File: src/rtl/fwep_pkg.sv
package fwep_pkg;

    localparam int ADDR_W           = 24;
    localparam int COUNT_W          = 13;
    localparam int LEN_W            = 9;
    localparam int OFFSET_W         = 12;

    localparam int MAX_REQUEST_BYTES = 4096;
    localparam int SECTOR_BYTES      = 4096;
    localparam int PAGE_BYTES        = 256;

    localparam int SECTOR_SHIFT = $clog2(SECTOR_BYTES);
    localparam int PAGE_SHIFT   = $clog2(PAGE_BYTES);
    localparam int SEC_IDX_W    = ADDR_W - SECTOR_SHIFT;
    localparam int ERASE_CNT_W  = $clog2(MAX_REQUEST_BYTES / SECTOR_BYTES + 2);
    localparam int QUEUE_DEPTH  = 2;

    typedef enum logic [1:0] {
        KIND_ERASE   = 2'd0,
        KIND_PROGRAM = 2'd1,
        KIND_NOP     = 2'd2,
        KIND_REJECT  = 2'd3
    } cmd_kind_t;

    typedef struct packed {
        cmd_kind_t                kind;
        logic [ADDR_W-1:0]        start_address;
        logic [COUNT_W-1:0]       byte_count;
        logic [SEC_IDX_W-1:0]     first_sector;
        logic [ERASE_CNT_W-1:0]   erase_count;
    } desc_t;

    typedef struct packed {
        logic                     strobe;
        cmd_kind_t                kind;
        logic [ADDR_W-1:0]        target_address;
        logic [LEN_W-1:0]         chunk_length;
        logic [OFFSET_W-1:0]      data_offset;
        logic                     last_command;
    } result_t;

endpackage

File: src/rtl/fwep_front.sv
module fwep_front (
    input  logic                           start,
    input  logic [fwep_pkg::ADDR_W-1:0]    start_address,
    input  logic [fwep_pkg::COUNT_W-1:0]   byte_count,
    input  logic                           queue_full,
    output logic                           busy,
    output logic                           push,
    output fwep_pkg::desc_t                desc
);

    logic [fwep_pkg::ADDR_W:0]      sum;
    logic [fwep_pkg::ADDR_W-1:0]    end_addr;
    logic                           aligned;
    logic                           reject;
    logic [fwep_pkg::SEC_IDX_W:0]   first_wide;
    logic [fwep_pkg::SEC_IDX_W:0]   num_wide;

    assign busy     = queue_full;
    assign push     = start && !queue_full;

    assign sum      = {1'b0, start_address}
                      + {{(fwep_pkg::ADDR_W + 1 - fwep_pkg::COUNT_W){1'b0}}, byte_count};
    assign end_addr = fwep_pkg::ADDR_W'(sum - 1'b1);
    assign reject   = (byte_count > fwep_pkg::COUNT_W'(fwep_pkg::MAX_REQUEST_BYTES))
                      || (sum > {1'b1, {fwep_pkg::ADDR_W{1'b0}}});
    assign aligned  = (start_address[fwep_pkg::SECTOR_SHIFT-1:0] == '0);

    assign first_wide = {1'b0, start_address[fwep_pkg::ADDR_W-1:fwep_pkg::SECTOR_SHIFT]}
                        + {{fwep_pkg::SEC_IDX_W{1'b0}}, !aligned};
    assign num_wide   = {1'b0, end_addr[fwep_pkg::ADDR_W-1:fwep_pkg::SECTOR_SHIFT]}
                        + 1'b1 - first_wide;

    always_comb
    begin
        priority if (byte_count == '0)
        begin
            desc.kind = fwep_pkg::KIND_NOP;
        end
        else if (reject)
        begin
            desc.kind = fwep_pkg::KIND_REJECT;
        end
        else
        begin
            desc.kind = fwep_pkg::KIND_PROGRAM;
        end
        desc.start_address = start_address;
        desc.byte_count    = byte_count;
        desc.first_sector  = first_wide[fwep_pkg::SEC_IDX_W-1:0];
        desc.erase_count   = num_wide[fwep_pkg::ERASE_CNT_W-1:0];
    end

endmodule

File: src/rtl/fwep_queue.sv
module fwep_queue (
    input  logic              clk,
    input  logic              rst_n,
    input  logic              push,
    input  fwep_pkg::desc_t   push_desc,
    input  logic              pop,
    output logic              full,
    output logic              valid,
    output fwep_pkg::desc_t   head
);

    localparam int PTR_W = $clog2(fwep_pkg::QUEUE_DEPTH);
    localparam int CNT_W = $clog2(fwep_pkg::QUEUE_DEPTH + 1);

    fwep_pkg::desc_t     entry_reg [fwep_pkg::QUEUE_DEPTH];
    logic [PTR_W-1:0]    wptr_reg;
    logic [PTR_W-1:0]    rptr_reg;
    logic [CNT_W-1:0]    count_reg;

    assign full  = (count_reg == CNT_W'(fwep_pkg::QUEUE_DEPTH));
    assign valid = (count_reg != '0);
    assign head  = entry_reg[rptr_reg];

    always_ff @(posedge clk)
    begin
        if (push)
        begin
            entry_reg[wptr_reg] <= push_desc;
        end
    end

    always_ff @(posedge clk or negedge rst_n)
    begin
        if (!rst_n)
        begin
            wptr_reg  <= '0;
            rptr_reg  <= '0;
            count_reg <= '0;
        end
        else
        begin
            if (push)
            begin
                wptr_reg <= (wptr_reg == PTR_W'(fwep_pkg::QUEUE_DEPTH - 1)) ? '0
                            : wptr_reg + 1'b1;
            end
            if (pop)
            begin
                rptr_reg <= (rptr_reg == PTR_W'(fwep_pkg::QUEUE_DEPTH - 1)) ? '0
                            : rptr_reg + 1'b1;
            end
            if (push && !pop)
            begin
                count_reg <= count_reg + 1'b1;
            end
            else if (pop && !push)
            begin
                count_reg <= count_reg - 1'b1;
            end
        end
    end

endmodule

File: src/rtl/fwep_back.sv
module fwep_back (
    input  logic              clk,
    input  logic              rst_n,
    input  logic              q_valid,
    input  fwep_pkg::desc_t   q_head,
    output logic              pop,
    output fwep_pkg::result_t result
);

    typedef enum logic [3:0] {
        ST_IDLE   = 4'b0001,
        ST_SINGLE = 4'b0010,
        ST_ERASE  = 4'b0100,
        ST_PROG   = 4'b1000
    } state_t;

    state_t                              state_reg, state_next;
    fwep_pkg::cmd_kind_t                 kind_reg, kind_next;
    logic [fwep_pkg::ADDR_W-1:0]         start_reg, start_next;
    logic [fwep_pkg::ADDR_W-1:0]         wr_reg, wr_next;
    logic [fwep_pkg::COUNT_W-1:0]        remain_reg, remain_next;
    logic [fwep_pkg::OFFSET_W-1:0]       off_reg, off_next;
    logic [fwep_pkg::SEC_IDX_W-1:0]      sec_reg, sec_next;
    logic [fwep_pkg::ERASE_CNT_W-1:0]    left_reg, left_next;
    fwep_pkg::result_t                   result_reg, result_next;

    logic [fwep_pkg::PAGE_SHIFT:0]       room;
    logic [fwep_pkg::COUNT_W-1:0]        room_wide;
    logic [fwep_pkg::COUNT_W-1:0]        len;
    logic                                chunk_last;

    assign room       = (fwep_pkg::PAGE_SHIFT + 1)'(fwep_pkg::PAGE_BYTES)
                        - {1'b0, wr_reg[fwep_pkg::PAGE_SHIFT-1:0]};
    assign room_wide  = {{(fwep_pkg::COUNT_W - fwep_pkg::PAGE_SHIFT - 1){1'b0}}, room};
    assign len        = (remain_reg < room_wide) ? remain_reg : room_wide;
    assign chunk_last = (remain_reg == len);
    assign result     = result_reg;

    always_comb
    begin
        state_next  = state_reg;
        kind_next   = kind_reg;
        start_next  = start_reg;
        wr_next     = wr_reg;
        remain_next = remain_reg;
        off_next    = off_reg;
        sec_next    = sec_reg;
        left_next   = left_reg;
        pop         = 1'b0;

        result_next.strobe         = 1'b0;
        result_next.kind           = kind_reg;
        result_next.target_address = start_reg;
        result_next.chunk_length   = '0;
        result_next.data_offset    = '0;
        result_next.last_command   = 1'b0;

        unique case (state_reg)
            ST_IDLE:
            begin
                if (q_valid)
                begin
                    pop         = 1'b1;
                    kind_next   = q_head.kind;
                    start_next  = q_head.start_address;
                    wr_next     = q_head.start_address;
                    remain_next = q_head.byte_count;
                    off_next    = '0;
                    sec_next    = q_head.first_sector;
                    left_next   = q_head.erase_count;
                    if (q_head.kind != fwep_pkg::KIND_PROGRAM)
                    begin
                        state_next = ST_SINGLE;
                    end
                    else if (q_head.erase_count != '0)
                    begin
                        state_next = ST_ERASE;
                    end
                    else
                    begin
                        state_next = ST_PROG;
                    end
                end
            end
            ST_SINGLE:
            begin
                result_next.strobe       = 1'b1;
                result_next.last_command = 1'b1;
                state_next               = ST_IDLE;
            end
            ST_ERASE:
            begin
                result_next.strobe         = 1'b1;
                result_next.kind           = fwep_pkg::KIND_ERASE;
                result_next.target_address = {sec_reg, {fwep_pkg::SECTOR_SHIFT{1'b0}}};
                sec_next                   = sec_reg + 1'b1;
                left_next                  = left_reg - 1'b1;
                if (left_reg == fwep_pkg::ERASE_CNT_W'(1))
                begin
                    state_next = ST_PROG;
                end
            end
            ST_PROG:
            begin
                result_next.strobe         = 1'b1;
                result_next.kind           = fwep_pkg::KIND_PROGRAM;
                result_next.target_address = wr_reg;
                result_next.chunk_length   = len[fwep_pkg::LEN_W-1:0];
                result_next.data_offset    = off_reg;
                result_next.last_command   = chunk_last;
                remain_next                = remain_reg - len;
                wr_next                    = wr_reg
                    + {{(fwep_pkg::ADDR_W - fwep_pkg::COUNT_W){1'b0}}, len};
                off_next                   = off_reg + len[fwep_pkg::OFFSET_W-1:0];
                if (chunk_last)
                begin
                    state_next = ST_IDLE;
                end
            end
            default:
            begin
                state_next = ST_IDLE;
            end
        endcase
    end

    always_ff @(posedge clk or negedge rst_n)
    begin
        if (!rst_n)
        begin
            state_reg  <= ST_IDLE;
            result_reg <= '0;
        end
        else
        begin
            state_reg  <= state_next;
            result_reg <= result_next;
        end
    end

    always_ff @(posedge clk)
    begin
        kind_reg   <= kind_next;
        start_reg  <= start_next;
        wr_reg     <= wr_next;
        remain_reg <= remain_next;
        off_reg    <= off_next;
        sec_reg    <= sec_next;
        left_reg   <= left_next;
    end

endmodule

File: src/rtl/flash_write_erase_page_planner_core.sv
// The first command of a request passes the queue entry, the sequencer state and the result register.
// The command sequencer takes the next request only after the last command of the current one,
// via its idle state; normal requests give up to 18 commands, empty and rejected ones give one.
// A two-entry request queue lets new requests in while earlier ones are being emitted.
// Reset (rst_n, asynchronous, active low) empties the queue and idles the sequencer.
// Commands are strobed for one cycle each and cannot be stalled by the receiver.
module flash_write_erase_page_planner_core (
    input  logic                              clk,
    input  logic                              rst_n,
    input  logic                              start,
    output logic                              busy,
    input  logic [fwep_pkg::ADDR_W-1:0]       start_address,
    input  logic [fwep_pkg::COUNT_W-1:0]      byte_count,
    output logic                              result_strobe,
    output logic [1:0]                        command_kind,
    output logic [fwep_pkg::ADDR_W-1:0]       target_address,
    output logic [fwep_pkg::LEN_W-1:0]        chunk_length,
    output logic [fwep_pkg::OFFSET_W-1:0]     data_offset,
    output logic                              last_command
);

    logic               push;
    logic               pop;
    logic               queue_full;
    logic               queue_valid;
    fwep_pkg::desc_t    push_desc;
    fwep_pkg::desc_t    head_desc;
    fwep_pkg::result_t  result;

    fwep_front u_front (
        .start         (start),
        .start_address (start_address),
        .byte_count    (byte_count),
        .queue_full    (queue_full),
        .busy          (busy),
        .push          (push),
        .desc          (push_desc)
    );

    fwep_queue u_queue (
        .clk       (clk),
        .rst_n     (rst_n),
        .push      (push),
        .push_desc (push_desc),
        .pop       (pop),
        .full      (queue_full),
        .valid     (queue_valid),
        .head      (head_desc)
    );

    fwep_back u_back (
        .clk     (clk),
        .rst_n   (rst_n),
        .q_valid (queue_valid),
        .q_head  (head_desc),
        .pop     (pop),
        .result  (result)
    );

    assign result_strobe  = result.strobe;
    assign command_kind   = result.kind;
    assign target_address = result.target_address;
    assign chunk_length   = result.chunk_length;
    assign data_offset    = result.data_offset;
    assign last_command   = result.last_command;

endmodule

File: config.mk
export PLATFORM = sky130hd
export DESIGN_NAME = flash_write_erase_page_planner_core
export DESIGN_NICKNAME = d
export VERILOG_FILES = /design/src/rtl/fwep_pkg.sv /design/src/rtl/fwep_front.sv /design/src/rtl/fwep_queue.sv /design/src/rtl/fwep_back.sv /design/src/rtl/flash_write_erase_page_planner_core.sv
export SDC_FILE = /design/constraint.sdc
export NUM_CORES = 1
export LEC_CHECK = 0
export CAP_MARGIN = 0
export CORE_UTILIZATION = 56
export CTS_BUF_LIST = sky130_fd_sc_hd__clkbuf_4 sky130_fd_sc_hd__clkbuf_8
export DETAILED_ROUTE_END_ITERATION = 10
export DONT_BUFFER_PORTS = 1
export HOLD_SLACK_MARGIN = 0.02
export PLACE_DENSITY = 0.69
export SLEW_MARGIN = 20
export SYNTH_ARGS = -nofsm -noshare
export SYNTH_HDL_FRONTEND = slang
export SYNTH_HIERARCHICAL = 1
export SYNTH_SLANG_ARGS = --single-unit
File: constraint.sdc
create_clock -name clk -period 5.6 [get_ports clk]
set_input_delay 0.28 -clock clk [delete_from_list [all_inputs] [get_ports clk]]
set_output_delay 0.28 -clock clk [all_outputs]
set_load 0.05 [all_outputs]
# Word level (Yosys, flattened, before mapping)
# Memories as Yosys holds them, arrays and structs flattened.
# Cells that the tools add are included.
dict set report totals {
  ram_bits 106
  mem_count 1
  word_cells 98
  ff_bits 146
}
dict set report classes {
  n_lt_le_gt_ge 3
  n_addsub 15
  eq_ne 11
  muxes 31
  n_reduce_logical 20
}
# memory words width rd rd_ports_with_merged_regs wr line_no
set mem_list {}
lappend mem_list {u_queue.entry_reg 2 53 1 0 1 fwep_queue.sv:15} ;# fwep_pkg::desc_t entry_reg [fwep_pkg::QUEUE_DEPTH];
# cell count
set op_table {}
lappend op_table {{26-bit case mux with 2 select lines} 1}
lappend op_table {{12-bit case mux with 2 select lines} 2}
lappend op_table {{24-bit case mux with 2 select lines} 1}
lappend op_table {{13-bit 2-to-1 mux} 2}
lappend op_table {{13-bit case mux with 2 select lines} 1}
lappend op_table {{24-bit by 13-bit adder with 25-bit output} 1}
lappend op_table {{25-bit greater-than comparator (second input constant)} 1}
lappend op_table {{24-bit by 13-bit adder with 24-bit output} 1}
lappend op_table {{12-bit 2-to-1 mux} 2}
lappend op_table {{24-bit 2-to-1 mux} 1}
lappend op_table {{21-bit 2-to-1 mux} 1}
lappend op_table {{4-bit 2-to-1 mux} 5}
lappend op_table {{14-bit by 1-bit subtractor with 14-bit output (second input constant)} 1}
lappend op_table {{13-bit equality test} 1}
lappend op_table {{13-bit greater-than comparator (second input constant)} 1}
lappend op_table {{13-bit zero test} 1}
lappend op_table {{13-bit by 9-bit < comparator with 1-bit output} 1}
lappend op_table {{13-bit subtractor} 1}
lappend op_table {{12-bit by 1-bit adder with 12-bit output} 1}
lappend op_table {{12-bit by 1-bit adder with 12-bit output (second input constant)} 1}
lappend op_table {{12-bit adder} 1}
lappend op_table {{12-bit zero test} 1}
lappend op_table {{4-bit case mux with 3 select lines} 1}
lappend op_table {{2-bit 2-to-1 mux} 5}
lappend op_table {{other kinds (23)} 45}

# Longest topological paths before layout
# Gate-level depths: netlist of run 1.
dict set report logic_depth {
  word_depth 7
  ltp_mapped 21
  ltp_nobuf 21
}

# By module
# Netlist of run 1, hierarchy kept.
# module cells_each area_each_um2 instances
set by_module_without_submodules {}
lappend by_module_without_submodules {fwep_back 712 7594.8 1}
lappend by_module_without_submodules {fwep_queue 181 4264.1 1}
lappend by_module_without_submodules {fwep_front 262 1769.2 1}

# Worst setup path after synthesis of run 1
# OpenSTA, ideal clock, no wires.
dict set report synth_path {
  path_kind {register -> register}
  startpoint {register u_back/wr_reg[1] (netlist name)}
  endpoint {register u_back/wr_reg[21] (netlist name), data pin}
  arrival_time_ps 4781
  path_slack_ps 546
  period_less_slack_ps 5054
  stages_incl_launch_ff 19
  cell_sequence {edfxtp_1 inv_1 ha_1 nor3b_1 xnor2_1 inv_1 ha_1 o2111a_1 a2111oi_0 o21ai_2 mux2i_1 inv_1 ha_1 a211oi_2 o21ai_2 o211a_4 a2111oi_4 mux2_4 o211ai_2}
}
dict set report synth_via {
  elab_chain_cells 5
}
# item line_no
set synth_rtl {}
lappend synth_rtl {{from (decl)} fwep_back.sv:20} ;# logic [fwep_pkg::ADDR_W-1:0] wr_reg, wr_next;
lappend synth_rtl {{from (signal assigned)} fwep_back.sv:145} ;# wr_reg <= wr_next;
lappend synth_rtl {{9-bit by 8-bit subtractor with 9-bit output} fwep_back.sv:33} ;# - {1'b0, wr_reg[fwep_pkg::PAGE_SHIFT-1:0]};
lappend synth_rtl {{13-bit by 9-bit < comparator with 1-bit output} fwep_back.sv:35} ;# assign len = (remain_reg < room_wide) ? remain_reg : room_wide;
lappend synth_rtl {{13-bit 2-to-1 mux} fwep_back.sv:35}
lappend synth_rtl {{24-bit by 13-bit adder with 24-bit output *} fwep_back.sv:113} ;# + {{(fwep_pkg::ADDR_W - fwep_pkg::COUNT_W){1'b0}}, len};
lappend synth_rtl {{24-bit case mux with 2 select lines *} fwep_back.sv:58} ;# unique case (state_reg)
lappend synth_rtl {{net u_back.wr_next (one bit)} fwep_back.sv:20}
# Mark *: on every way through the listed nets, which the timed path passes. The rest lies on a longest branch.
# A chain may end at the register's enable or synchronous reset.

# Worst setup path in the final report of run 1
dict set report layout_path {
  startpoint {register u_back/wr_reg[2] (netlist name)}
  endpoint {register u_back/wr_reg[15] (netlist name), data pin}
}
# Same word-level chain as after synthesis.

==> summary.txt, run 1 <==
Critical path
  • WP data arrival: 5.38 ns
  • R2R Path End: u_back/wr_reg[15]$_DFFE_PP_
  • Worst Path Max Fanout: 9
  • R2r startpoint: u_back/wr_reg[2]$_DFFE_PP_
  • Critical path startpoint category: flip-flop
  • FF-to-FF setup slack: 0.50 ns
  • CP endpoint kind: flip-flop
  • Worst setup path category: flip-flop to flip-flop
  • Worst EP required: 5.88 ns
  • R2R cell count: 19

Flow run
  • MaxCap Viol Count: 0

Global routing
  • Initial antenna violation count: 0
  • Total global routing overflow: 0
  • First-pass GRT wire length: 45950 um
  • Vias in the first global route: 8580
  • Largest net degree at the start of global routing: 94
  • All-layer global routing usage: 24.04%

Logic synthesis
  • Synth Flop Type: edfxtp_1
  • Synthesis-stage register bit count: 252
  • Most area-consuming cells after synthesis: edfxtp_1 43%, dfrtp_1 10%, ha_1 5.6%
  • Mapped Avg Cell Area: 11.80 um2
  • Post-synth EDFFs: 195
  • Seq/Total Area, Yosys: 53.44%
  • Yosys cell types: 81
  • Top cell type's share of synthesized area: 42.97%
  • Ys async rst share: 22.62%
  • Synth warnings: 6
  • Dominant cell type by area after synthesis: edfxtp_1
  • Mapped Cells: 1155
  • Mapped Area: 13630 um2

Pwr
  • PwrDens: 633.2 nW/um2
  • Leakage: 0.005930 uW
  • Total power: between 9000 and 10000 uW
  • Worst vdd ir: roughly 0.44 mV

Drt
  • WL/cell: 19.07 um
  • DRC violations left: 0
  • DRT iter0 DRCs: 682
  • Total routed wirelength: 29100 um
  • Antenna viol nets, final: 0
  • Drt pass-1 iters: 5
  • DR vias/cell: 5.774
  • Via count: 8811

STA
  • F_max: 0.1960 GHz
  • Final Hold Vio Count: 0
  • Rel. slew slack: 34.87%
  • Final Max Slew Viols: 0
  • Setup TNS: 0 ns
  • Final setup fails: 0
  • Worst-Margin Slew: 0.9749 ns
  • Clock Skews: 0.01729 ns
  • Tcrit/Tclk final: 91.09%
  • RSZ-0062 raised after global routing: no
  • Tmin final: 5.101 ns

Worst hold path
  • HP Start: start_address[13]
  • Worst hold path class: primary input to flip-flop
  • Worst Hold End: u_queue/entry_reg[0][3]$_DFFE_PP_
  • Hold path cells: 1

Clock tree
  • CTS H-Tree Depth: 2
  • Post-CTS setup buffer count: 0
  • Worst-path clk slew: 0.06 ns
  • TritonCTS buffer count: 41
  • Clock Sink Count: 252
  • Worst-Skew Late Latency: 0.54 ns
  • TritonCTS clock tree: built
  • Root buf cell: clkbuf_8
  • Clk buf depth: 3

Die
  • DIE HEIGHT: ~160 um
  • Starting Density: 57.54%
  • Die W: around 160 um
  • IO Pins: 90
  • Core Region: 23680 um2
  • Row count: 56
  • Full die area: 24960 um2

Final layout
  • Proportion of layout cells with a drive suffix above 1: 13.75%
  • Diodes inserted: 0
  • Final Net Count: roughly 1300
  • Multi-input gate area: between 5000 and 6000 um2
  • Largest register FFs: 106
  • Fill cells: 1902
  • Register area: 7284 um2
  • Layout area overhead: 8.997%

Place
  • Hpwl dp: approximately 20000 um
  • # port buffers: 0
  • RePlAce Congestion: 0.9458

Run status
  • Status: finished, final reports clean
## critical path, cell delays in order, from the launching register on
cell	delay, ns
edfxtp_1	0.50
nor3_1	0.32
nor3b_2	0.26
xnor2_1	0.17
inv_1	0.07
ha_1	0.29
o21ai_0	0.19
nor2_1	0.07
a2111oi_1	0.48
o21ai_2	0.28
mux2i_1	0.36
inv_1	0.14
ha_1	0.35
o211ai_1	0.23
nand2_1	0.13
o211a_4	0.17
a2111oi_4	0.33
buf_4	0.23
mux2i_1	0.19
nand3_1	0.09
## kinds of logic after synthesis
group / after synthesis / share of synthesized area [%]
flops: 252 / 53.44
compound gates: 215 / 10.59
fa+ha+maj: 65 / 6.188
mux: 76 / 7.483
other cells: 1 / 0.02752
simple gates: 353 / 12.62
buf+inv: 124 / 5.215
xor+xnor: 69 / 4.434
## final cells by class
type | instances | share of cell area [%]
well taps | 319 | 2.687
clock inverters | 13 | 0.4127
clock buffers | 61 | 4.978
flip-flops and latches | 252 | 49.04
inverters | 43 | 1.087
multi-input cells | 784 | 38.29
repair buffers | 54 | 3.504
## layer usage
layer | global-route usage [%] | share of wire (%) | wire (um)
met2 | 36.21 | 44 | 12900
met5 | 0 | 0 | 0
met1 | 35.34 | 47 | 13790
met4 | 6.273 | 1.4 | 403
met3 | 4.927 | 6.9 | 2003
## report_power, final
| part | total, uW | switching (uW) | internal, uW |
|---|---|---|---|
| sequential | 3850 | 874 | 2980 |
| combinational | 4020 | 2350 | 1670 |
| clock | 1540 | 692 | 845 |
| total | 9410 | 3920 | 5490 |
## Yosys cell counts (8+ instances only)
cell type,instances
nand2b_1,12
a221o_1,8
clkbuf_1,28
xnor2_1,34
o21ai_0,69
nor2_1,71
nor2b_1,11
mux2_4,50
buf_4,38
nor3_1,23
nor4_1,12
ha_1,61
nand2_1,119
mux2i_1,19
xor2_1,35
inv_1,43
nand3_1,34
dfrtp_1,56
a22o_1,10
edfxtp_1,195
nand4_1,12
and2_1,27
a21oi_1,42
## cell usage in the layout, fill, tap and decap left out, drive strengths merged, types with 43 or more instances in the layout
cell | Yosys | final
edfxtp | 195 | 195
clkbuf | 28 | 61
a21oi | 43 | 43
nor2 | 71 | 71
ha | 61 | 61
inv | 43 | 43
o21ai | 73 | 73
dfrtp | 56 | 56
nand2 | 119 | 119
mux2 | 57 | 57
## how the worst max path moves through the flow
stage | start | end | slack [ns] | cells past startpoint
after detailed placement | u_back/wr_reg[1]$_DFFE_PP_ | u_back/remain_reg[12]$_DFFE_PP_ | 0.32 | 20
after floorplan | u_back/wr_reg[1]$_DFFE_PP_ | u_back/wr_reg[21]$_DFFE_PP_ | 0.55 | 18
after global placement | u_back/wr_reg[1]$_DFFE_PP_ | u_back/wr_reg[14]$_DFFE_PP_ | 0.48 | 20
after global routing | u_back/wr_reg[2]$_DFFE_PP_ | u_back/wr_reg[20]$_DFFE_PP_ | 0.12 | 19
final | u_back/wr_reg[2]$_DFFE_PP_ | u_back/wr_reg[15]$_DFFE_PP_ | 0.50 | 19
after CTS | u_back/wr_reg[1]$_DFFE_PP_ | u_back/remain_reg[12]$_DFFE_PP_ | 0.30 | 20
## per-stage QoR
step / std cells / hold WS (ns) / worst slack, ns / cell area [um2] / util, %
after floorplan: 1160 / -0.01559 / 0.5465 / 13650 / -
after global placement: 1413 / -0.01380 / 0.4824 / 13630 / 57.55
after detailed placement: 1413 / -0.01350 / 0.3166 / 13630 / 57.55
after CTS: 1526 / 0.02228 / 0.2957 / 14840 / 62.66
after global routing: 1526 / 0.03010 / 0.1210 / 14850 / 62.72
final: 1526 / 0.04840 / 0.4991 / 14850 / 62.72
## timing repair
| action | CTS | global route |
|---|---|---|
| setup endpoints to repair | 0 | 16 |
| hold endpoints to repair | 153 | 0 |
| hold buffers | 39 | 0 |
| gates resized for setup | 0 | 4 |
Note: power is estimated with default switching activity, not from simulation.
==> inputs of run 2 (changes only) <==
- ABC_AREA: unset -> 1
- SLEW_MARGIN: 20 -> 15
==> summary.txt, run 2 <==
Run status
  • Status: finished, final reports clean

Clock tree
  • Post-CTS setup buffer count: 0
  • TritonCTS buffer count: 43
  • CTS H-Tree Depth: 2
  • Clk buf depth: 3
  • Worst-Skew Late Latency: 0.54 ns
  • Worst-path clk slew: 0.06 ns
  • Root buf cell: clkbuf_8
  • Clock Sink Count: 252
  • TritonCTS clock tree: built

Pwr
  • PwrDens: 628.9 nW/um2
  • Leakage: 0.007367 uW
  • Worst vdd ir: ~0.43 mV
  • Logic pwr share: 44.9%
  • Switching Power: 4444 uW
  • Sw Ratio: between 40% and 50%
  • Internal power: approximately 5500 uW
  • Power share of the sequential group: a little under two fifths
  • Clock group share of total power: 17.1%

Global routing
  • First-pass GRT wire length: 51890 um
  • Initial antenna violation count: 0
  • All-layer global routing usage: approximately a quarter
  • Vias in the first global route: 10280
  • Largest net degree at the start of global routing: 70
  • Total global routing overflow: 0

Drt
  • DRC violations left: 0
  • Drt pass-1 iters: 7
  • WL/cell: 16.30 um
  • Total routed wirelength: 32110 um
  • DRT iter0 DRCs: 751
  • Via count: 10424
  • DR vias/cell: about 5.3
  • Antenna viol nets, final: 0

Critical path
  • Slowest cell on crit path: edfxtp_1
  • CP endpoint kind: flip-flop
  • Cells along the critical path: inv_1, ha_1, nand3_2, inv_2, nand4_1, or2_1, ha_1, a21oi_1, o21ai_0, nor2_4, nand2_4, nand2_1, nand2_1, inv_1, ha_1, inv_1, fa_1, inv_1, nor2_1, nor2_1, o21ai_1, or2_0, nand3_1, nand2_1
  • Worst setup path category: flip-flop to flip-flop
  • Worst Path Max Fanout: 10
  • WP data arrival: 4.51 ns
  • Crit path top cell by count: inv_1
  • Critical path startpoint category: flip-flop
  • Worst EP required: 5.90 ns
  • Max stage delay on crit path: 0.44 ns

Logic synthesis
  • Mapped Avg Cell Area: 9.261 um2
  • Dominant cell type by area after synthesis: edfxtp_1
  • Xor/xnor share of the synthesized area: 2.159%
  • Mapped Cells: 1577
  • Yosys cell types: 52
  • Post-synthesis mux area share: roughly 5.3%
  • Most area-consuming cells after synthesis: edfxtp_1 40%, nand2_1 11%, dfrtp_1 9.6%
  • Post-synth EDFFs: approximately 200
  • Top post-synthesis cells by count: 441 x nand2_1, 203 x inv_1, 195 x edfxtp_1, 128 x nor2_1, 114 x nand3_1
  • Synth warnings: 6
  • Top-count cell post-synth: nand2_1
  • Synthesis-stage register bit count: 252
  • Main combinational cell family by area after synthesis: simple AND/OR/NAND/NOR gates
  • Mapped Area: 14600 um2
  • Synth Area in Compound Gates: 4.112%
  • Simple-gate share of the synthesized area: 23.55%
  • Top cell type's share of synthesized area: 40.10%
  • Seq/Total Area, Yosys: 49.87%
  • Ys async rst share: 22.62%
  • Synth Flop Type: edfxtp_1
  • Post-synthesis adder-cell area fraction: 5.775%

STA
  • RSZ-0062 raised after global routing: no
  • F_max: 0.2379 GHz
  • Worst-Margin Slew: 0.9453 ns
  • Clock Skews: 0.01659 ns
  • Final WS setup: 1.396 ns
  • Tcrit/Tclk final: 75.07%
  • Final Max Slew Viols: 0
  • Rel. slew slack: 36.75%
  • Final Hold Vio Count: 0
  • Setup TNS: 0 ns
  • Final setup fails: 0
  • Tmin final: 4.204 ns

Die
  • Core Region: 25400 um2
  • Starting Density: 57.50%
  • Full die area: 26730 um2
  • IO Pins: 90
  • Die W: 163.5 um
  • DIE HEIGHT: 163.5 um
  • Row count: 58

Flow run
  • MaxCap Viol Count: 0

Final layout
  • Commonest non-fill, non-tap cell in the layout: nand2_1
  • Largest register FFs: ~110
  • Multi-input gate area: 6022 um2
  • Layout area overhead: 8.765%
  • Register area: 7284 um2
  • Final instance area: roughly 16000 um2
  • Most frequent cells in the layout: 440 x nand2_1, 202 x inv_1, 195 x edfxtp_1
  • Proportion of layout cells with a drive suffix above 1: roughly 12%
  • Final Net Count: 1713
  • Diodes inserted: 0
  • Fill cells: 2126

Place
  • Pre-CTS WS: around 1.4 ns
  • Post-DP Area: 14560 um2
  • RePlAce Congestion: 0.9177
  • Hpwl dp: 23380 um
  • # port buffers: 0

Worst hold path
  • Worst hold path class: primary input to flip-flop
## run 2: cell count changes in the layout (fill, tap and decap cells not counted), sizes merged, moves of 19 or more
cell,change
inv,+169
nor2,+67
nand3,+85
nand2,+349
mux2i,-19
o21ai,-25
and2,-25
xnor2,-20
## run 2: stage by stage
stage / util, % / cells / hold slack [ns] / total power, uW
floorplan: - / 1582 / -0.01559 / 7172
global placement: 57.33 / 1853 / -0.01343 / 8106
detailed placement: 57.33 / 1853 / -0.01351 / 8212
CTS: 62.54 / 1970 / 0.03891 / 10010
global route: 62.54 / 1970 / 0.05251 / 10740
finish: 62.54 / 1970 / 0.06375 / 9989
## run 2: path summary, 6_finish.rpt
kind | from | end | slack, ns | cells past startpoint
max | u_back/wr_reg[1]$_DFFE_PP_ | u_back/remain_reg[6]$_DFFE_PP_ | 1.40 | 24
max reg2reg | u_back/wr_reg[1]$_DFFE_PP_ | u_back/remain_reg[6]$_DFFE_PP_ | 1.40 | 24
max in group asynchronous | rst_n | u_back/state_reg[0]$_DFFE_PN1P_ | 5.02 | 2
min reg2reg | u_back/start_reg[23]$_DFFE_PP_ | u_back/result[45]$_DFF_PN0_ | 0.46 | 2
min | start_address[19] | u_queue/entry_reg[1][9]$_DFFE_PP_ | 0.06 | 2
min in group asynchronous | rst_n | u_queue/count_reg[0]$_DFFE_PN0P_ | 0.27 | 2
## run 2: critical path, delay by kind of cell, from the launching register on
family | cells | cell delay [ns]
and+or+nand+nor | 12 | 1.56
adders and majority gates | 4 | 1.10
buffers and inverters | 5 | 0.47
DFF | 1 | 0.44
AOI/OAI and AO/OA | 3 | 0.40
## run 2: logic make-up (layout without fill, tap and decap cells)
logic type,Yosys count,after routing
flops,252,252
buf+inv,276,334
compound gates,103,103
mux,53,53
xor+xnor,36,36
simple gates,791,791
fa+ha+maj,65,65
other cells,1,6
## run 2: per-layer routing
layer | track usage (%) | part of all wire [%] | up-vias
met5 | 0 | 0 | -
met4 | 6.734 | 1.7 | 0
met3 | 5.130 | 7.4 | 46
met2 | 39.10 | 46 | 325
met1 | 34.48 | 45 | 4817
li1 | - | - | 5236
## run 2: power by group through the flow
stage / Clock (uW) / Combinational, uW / Sequential, uW
after floorplan: 0 / 3510 / 3660
after global placement: 0 / 4310 / 3800
after detailed placement: 0 / 4390 / 3820
after CTS: 1760 / 4460 / 3790
after global routing: 1840 / 5040 / 3870
final: 1710 / 4490 / 3790
## run 2: area by class of cell
type                       count  share of cell area (%)
multi-input combinational   1054                   37.91
sequential                   252                   45.86
timing repair buffer          46                   2.915
inverter                     211                   5.018
clock inverter                11                  0.6459
tap                          330                   2.599
clock buffer                  66                   5.049
## run 2: timing repair
action,4_1_cts,5_1_grt
resized for setup,0,0
hold buffers,40,0
endpoints found under the hold margin,152,0
